## src/sv/brb_pkg.sv

```systemverilog
package brb_pkg;

  typedef enum logic [2:0] {
    MODE_PUSH       = 3'd0,
    MODE_PUSH_FRONT = 3'd1,
    MODE_POP        = 3'd2,
    MODE_PEEK       = 3'd3,
    MODE_CLEAR      = 3'd4
  } mode_t;

  typedef enum logic [1:0] {
    STATUS_OK    = 2'd0,
    STATUS_FULL  = 2'd1,
    STATUS_EMPTY = 2'd2
  } status_t;

  localparam int unsigned DataW = 8;
  localparam int unsigned CountW = 8;

  // next contents of the result register, minus the read byte
  typedef struct packed {
    status_t             status;
    logic [CountW-1:0]   fill_count;
    logic                full_flag;
    logic                empty_flag;
    logic                rd_sel;
  } brb_result_t;

endpackage

```

## src/sv/brb_mem.sv

```systemverilog
module brb_mem #(
  parameter int unsigned AW = 8
) (
  input  logic                      clk,
  input  logic                      wr_en,
  input  logic [AW-1:0]             wr_addr,
  input  logic [brb_pkg::DataW-1:0] wr_data,
  input  logic                      rd_en,
  input  logic [AW-1:0]             rd_addr,
  output logic [brb_pkg::DataW-1:0] rd_data
);
  import brb_pkg::*;

  localparam int unsigned Entries = 2 ** AW;

  logic [DataW-1:0] mem_r [Entries];
  logic [DataW-1:0] rd_data_r;

  always_ff @(posedge clk) begin
    if (wr_en) begin
      mem_r[wr_addr] <= wr_data;
    end
  end

  always_ff @(posedge clk) begin
    if (rd_en) begin
      rd_data_r <= mem_r[rd_addr];
    end
  end

  assign rd_data = rd_data_r;

endmodule

```

## src/sv/brb_ctrl.sv

```systemverilog
module brb_ctrl #(
  parameter int unsigned AW = 8
) (
  input  logic                      clk,
  input  logic                      rst_n,
  input  logic                      accept,
  input  logic [2:0]                mode,
  input  logic [brb_pkg::DataW-1:0] data_in,
  output logic                      wr_en,
  output logic [AW-1:0]             wr_addr,
  output logic [brb_pkg::DataW-1:0] wr_data,
  output logic [AW-1:0]             rd_addr,
  output brb_pkg::brb_result_t      result
);
  import brb_pkg::*;

  logic [AW-1:0] wr_ptr_r, wr_ptr_nxt;
  logic [AW-1:0] rd_ptr_r, rd_ptr_nxt;
  logic          is_full, is_empty;
  logic          we;
  logic [AW-1:0] waddr;
  status_t       status;
  logic          rd_sel;
  logic [AW-1:0] cnt;
  logic [AW+CountW-1:0] cnt_ext;

  assign is_full  = (wr_ptr_r + AW'(1)) == rd_ptr_r;
  assign is_empty = wr_ptr_r == rd_ptr_r;

  always_comb begin
    wr_ptr_nxt = wr_ptr_r;
    rd_ptr_nxt = rd_ptr_r;
    we         = 1'b0;
    waddr      = wr_ptr_r;
    status     = STATUS_OK;
    rd_sel     = 1'b0;
    case (mode)
      MODE_PUSH: begin
        if (is_full) begin
          status = STATUS_FULL;
        end else begin
          we         = 1'b1;
          wr_ptr_nxt = wr_ptr_r + AW'(1);
        end
      end
      MODE_PUSH_FRONT: begin
        if (is_full) begin
          status = STATUS_FULL;
        end else begin
          we         = 1'b1;
          waddr      = rd_ptr_r - AW'(1);
          rd_ptr_nxt = rd_ptr_r - AW'(1);
        end
      end
      MODE_POP: begin
        if (is_empty) begin
          status = STATUS_EMPTY;
        end else begin
          rd_sel     = 1'b1;
          rd_ptr_nxt = rd_ptr_r + AW'(1);
        end
      end
      MODE_PEEK: begin
        if (is_empty) begin
          status = STATUS_EMPTY;
        end else begin
          rd_sel = 1'b1;
        end
      end
      MODE_CLEAR: begin
        wr_ptr_nxt = '0;
        rd_ptr_nxt = '0;
      end
      default: ;
    endcase
  end

  // count wraps mod DEPTH; only the low byte is reported
  assign cnt     = wr_ptr_nxt - rd_ptr_nxt;
  assign cnt_ext = {{CountW{1'b0}}, cnt};

  always_comb begin
    result.status     = status;
    result.fill_count = cnt_ext[CountW-1:0];
    result.full_flag  = (wr_ptr_nxt + AW'(1)) == rd_ptr_nxt;
    result.empty_flag = wr_ptr_nxt == rd_ptr_nxt;
    result.rd_sel     = rd_sel;
  end

  always_ff @(posedge clk) begin
    if (!rst_n) begin
      wr_ptr_r <= '0;
      rd_ptr_r <= '0;
    end else if (accept) begin
      wr_ptr_r <= wr_ptr_nxt;
      rd_ptr_r <= rd_ptr_nxt;
    end
  end

  assign wr_en   = accept && we;
  assign wr_addr = waddr;
  assign wr_data = data_in;
  assign rd_addr = rd_ptr_r;

endmodule

```

## src/sv/byte_ring_buffer_with_push_front.sv

```systemverilog
// Byte queue in a ring of DEPTH entries (power of two, 2 to 65536); holds at
// most DEPTH-1 bytes. Every accepted operation (push, push front, pop, peek,
// clear) yields one registered result beat, and a new operation can be
// taken every cycle while the result register is free or being drained. The
// pointer update and the result are one pass of logic into the result
// register; the popped byte comes from the ring's registered read port, read
// at the same edge. No clearing pass after reset: unwritten entries are never
// read.
module byte_ring_buffer_with_push_front #(
  parameter int unsigned DEPTH = 256
) (
  input  logic                       clk,
  input  logic                       rst_n,
  input  logic                       in_valid,
  output logic                       in_stall,
  input  logic [2:0]                 in_mode,
  input  logic [brb_pkg::DataW-1:0]  in_data_in,
  output logic                       out_valid,
  input  logic                       out_stall,
  output logic [1:0]                 out_status,
  output logic [brb_pkg::DataW-1:0]  out_data_out,
  output logic [brb_pkg::CountW-1:0] out_fill_count,
  output logic                       out_full_flag,
  output logic                       out_empty_flag
);
  import brb_pkg::*;

  localparam int unsigned AW = $clog2(DEPTH);

  logic             accept;
  logic             wr_en;
  logic [AW-1:0]    wr_addr;
  logic [DataW-1:0] wr_data;
  logic [AW-1:0]    rd_addr;
  logic [DataW-1:0] rd_data;
  brb_result_t      result;
  brb_result_t      res_r;
  logic             out_valid_r, out_valid_nxt;

  assign in_stall = out_valid_r && out_stall;
  assign accept   = in_valid && !in_stall;

  brb_ctrl #(.AW(AW)) u_ctrl (
    .clk     (clk),
    .rst_n   (rst_n),
    .accept  (accept),
    .mode    (in_mode),
    .data_in (in_data_in),
    .wr_en   (wr_en),
    .wr_addr (wr_addr),
    .wr_data (wr_data),
    .rd_addr (rd_addr),
    .result  (result)
  );

  brb_mem #(.AW(AW)) u_mem (
    .clk     (clk),
    .wr_en   (wr_en),
    .wr_addr (wr_addr),
    .wr_data (wr_data),
    .rd_en   (accept),
    .rd_addr (rd_addr),
    .rd_data (rd_data)
  );

  always_comb begin
    if (accept) begin
      out_valid_nxt = 1'b1;
    end else begin
      out_valid_nxt = out_valid_r && out_stall;
    end
  end

  always_ff @(posedge clk) begin
    if (!rst_n) begin
      out_valid_r <= 1'b0;
    end else begin
      out_valid_r <= out_valid_nxt;
    end
  end

  always_ff @(posedge clk) begin
    if (accept) begin
      res_r <= result;
    end
  end

  assign out_valid      = out_valid_r;
  assign out_status     = res_r.status;
  assign out_data_out   = res_r.rd_sel ? rd_data : '0;
  assign out_fill_count = res_r.fill_count;
  assign out_full_flag  = res_r.full_flag;
  assign out_empty_flag = res_r.empty_flag;

endmodule

```

## config.mk

```make
export PLATFORM = sky130hd
export DESIGN_NAME = byte_ring_buffer_with_push_front
export DESIGN_NICKNAME = d
export VERILOG_FILES = /design/src/sv/brb_pkg.sv /design/src/sv/brb_mem.sv /design/src/sv/brb_ctrl.sv /design/src/sv/byte_ring_buffer_with_push_front.sv
export SDC_FILE = /design/constraint.sdc
export NUM_CORES = 2
export LEC_CHECK = 0
export ABC_AREA = 1
export ABC_CLOCK_PERIOD_IN_PS = 3700
export BUFFER_PORTS_ARGS = -buffer_cell sky130_fd_sc_hd__clkbuf_2
export CORE_UTILIZATION = 57
export DETAILED_ROUTE_END_ITERATION = 8
export HOLD_SLACK_MARGIN = 0.1
export PLACE_DENSITY = 0.8
export SYNTH_ARGS = -nofsm -noshare
export SYNTH_HDL_FRONTEND = slang
export SYNTH_SLANG_ARGS = --single-unit
export TNS_END_PERCENT = 10
```

## constraint.sdc

```tcl
create_clock -name clk -period 3.7 [get_ports clk]
set_clock_uncertainty 0.1 [all_clocks]
set_input_delay 0.555 -clock clk [delete_from_list [all_inputs] [get_ports clk]]
set_output_delay 0.555 -clock clk [all_outputs]
set_load 0.05 [all_outputs]
```

==> impl_results.md <==
* Outcome: completed
* Top Layer Used: met5
* Crit end category: register
* Peak supply drop at 0.503 mV
* Final Instance Count excl. Fillers at 8661
* Largest net degree at the start of global routing at 211
* Measured slew at the worst slew-check pin at 1130 ps
* Syn Nets at 6369
* DR DRC count at 0
* Placer Congestion at 0.934
* Hold Path Class: in -> reg
* Final Max Slew Viols at 0
* IO Pins at 37
* Avg Inst Size Synth at 13.3 um2
* M1 WL at 83100 um
* First-pass GRT wire length at 342000 um
* Cell taking the most area after synthesis: edfxtp_1
* Worst reg2reg setup slack at 80 ps
* Max_cap viols at 0
* Crit path DAT at 4230 ps
* Die ar. at 150000 um2
* Post-synth top cells: edfxtp_1, nor2_1, o21ai_0
* Final Cycle Share at 0.979
* Largest cells by area after synthesis: edfxtp_1, nor2_1, o21ai_0
* Vias after detailed routing at 57200
* Routed len/inst at 26.6 um
* WHS at 149 ps
* Minimum clock period at 3620 ps
* Final setup TNS at 0 ps
* Clock Latency Late Sink at 850 ps
* Yosys top cell area share at 0.735
* Cell Rows at 140
* Port-buffer cells at 36
* Worst slew margin at 0.247
* Detailed placer's ending HPWL at 129000 um
* Nets at 6601
* Starting Density at 0.577
* Crit path max fanout at 161
* Total number of yosys warnings at 0
* Core Util, Final at 0.655
* Hold path start: in_data_in[6]
* Die Width at 387 um
* WL final at 230000 um
* Dpl cells at 8290
* Cell area after synthesis at 84500 um2
* Hold depth at 1
* CTS sink cnt at 2086
* TritonCTS Buffers at 197
* Post-Synthesis Cells at 6345
* CTS tree: done
* Iteration-0 DRC Markers at 9403
* Metal2 WL at 107000 um
* Number of distinct library cells after synthesis at 43
* Final Hold Violating Endpoints at 0
* Postcts setup bufs at 0
* #FFs+latches synth at 2086
* R2R depth at 13
* PD cells at 526 nW/um2
* Most frequent cell after synthesis: edfxtp_1
* Setup ws final at 77.6 ps
* Max Clk Rate at 0.276 GHz
* Clk buf depth at 3
* All-layer global routing usage at 0.302
* Total power at 50.5 mW
* Worst r2r dst: u_mem.rd_data[0]
* Via/cell ratio at 6.60
* Crit Path Class: reg -> reg
* RSZ-0062 raised after global routing: yes
* Worst r2r src: u_ctrl.rd_addr[0]
* Global route overflow at 0
* Htree depth at 4
* Cell Area, Placed at 89500 um2
* Sequential share of the synthesized area at 0.739
* Ys async rst share at 0
* Root Buffer: clkbuf_16
* Hold Path Sink: u_mem.mem_r[88][6]
* Post-DRT Antenna Nets at 0
* Layout area overhead at 13.4%
* Post-synth EDFFs at 2069
* Commonest register cell after synthesis: edfxtp_1
* Non-Filler Cell Area, Final at 95900 um2
* Ratio of cells with drive above 1 in the final layout at 0.131
* Worst endpoint required time at 4310 ps
* Router iterations before antenna repair at 8
* Finish-stage setup viols at 0
* Vias in the first global route at 54700
* P_leak at 31.2 nW
* Core area at 146000 um2
* Die height at 387 um
* Critical Path Start Type: register
* Wire length on met3 at 29200 um
* Reg clk slew, reported paths at 60 ps
* DP Worst Slack at -22.9 ps
* Initial antenna violation count at 4
[worst max-delay path: stages (launching register included)]
cell,delay (ps)
dfxtp_4,410
inv_8,60
buf_4,320
buf_12,400
o21ai_0,230
o22ai_1,260
nor2_1,90
o22ai_1,200
nand2_1,70
nand3_1,370
nand3_1,230
nand3_1,180
nand2_1,70
nand2_1,70
[worst max-delay path by stage]
stage	startpoint	endpoint	slack (ps)
floorplan	u_ctrl.rd_addr[0]	u_mem.mem_r[181][0]	40
global placement	in_mode[1]	u_mem.mem_r[86][5]	60
detailed placement	in_mode[1]	u_mem.mem_r[86][4]	-20
CTS	u_ctrl.rd_addr[0]	u_mem.rd_data[1]	40
global route	u_ctrl.wr_ptr_r[0]	u_mem.mem_r[104][3]	-30
finish	u_ctrl.rd_addr[0]	u_mem.rd_data[0]	80
[registers in the layout, indices dropped and copies added (netlist names)]
signal	cells
res_r	1
out_empty_flag	1
u_ctrl.wr_ptr_r	8
out_full_flag	1
out_status	2
u_mem.rd_data	8
out_fill_count	8
u_ctrl.rd_addr	8
out_valid	1
u_mem.mem_r	2048
[power breakdown]
group	leakage (nW)	switching [mW]	internal [mW]	total (mW)
clock network	3.03	8.83	10.7	19.5
logic	9.45	3.56	1.29	4.85
registers	18.8	0.0496	26.0	26.1
[logic make-up (layout without fill, tap and decap cells)]
| logic type | count (synthesis) | in the layout | synth area share |
|---|---|---|---|
| other cells | 0 | 3 | 0 |
| buf+inv | 614 | 1010 | 0.0292 |
| flops | 2086 | 2086 | 0.739 |
| mux | 200 | 200 | 0.0237 |
| simple gates | 1743 | 1743 | 0.0840 |
| compound gates | 1676 | 1676 | 0.121 |
| xor+xnor | 17 | 17 | 0.00176 |
| fa+ha+maj | 9 | 9 | 0.00133 |
[routing by layer]
layer / GRT usage / up-vias
li1: - / 24400
met1: 0.415 / 27800
met2: 0.468 / 4307
met3: 0.0647 / 617
met4: 0.137 / 6
met5: 0 / -
[area by class of cell]
type | count | area, um2
Fill cell | 9669 | 50600
Multi-Input combinational cell | 3645 | 19700
Antenna cell | 3 | 7.51
Tap cell | 1917 | 2400
Sequential cell | 2086 | 62500
Clock inverter | 121 | 1120
Clock buffer | 242 | 5100
Inverter | 123 | 489
Timing Repair Buffer | 524 | 4610
[timing repair]
item                       in CTS  in global routing
hold endpoints to repair       91                  0
hold buffers                    5                  0
setup endpoints to repair       0                207
resized for setup               0                 21
[cells in the final DEF (no fill, tap or decap), types with 12 or more instances in the layout]
cell and count:
edfxtp_1 2069, nor2_1 1178, o21ai_0 887, buf_4 428
o22ai_1 300, nand3_1 262, o211ai_1 229, nand2_1 227
o221ai_1 212, mux2i_1 200, clkbuf_16 197, inv_1 97
buf_12 53, clkinv_1 48, clkbuf_1 45, clkinv_2 40
a21oi_1 29, clkbuf_2 28, nor2_2 27, nand4_1 21
inv_2 20, xor2_1 13, bufinv_16 12
(Power assumes the default switching activity.)
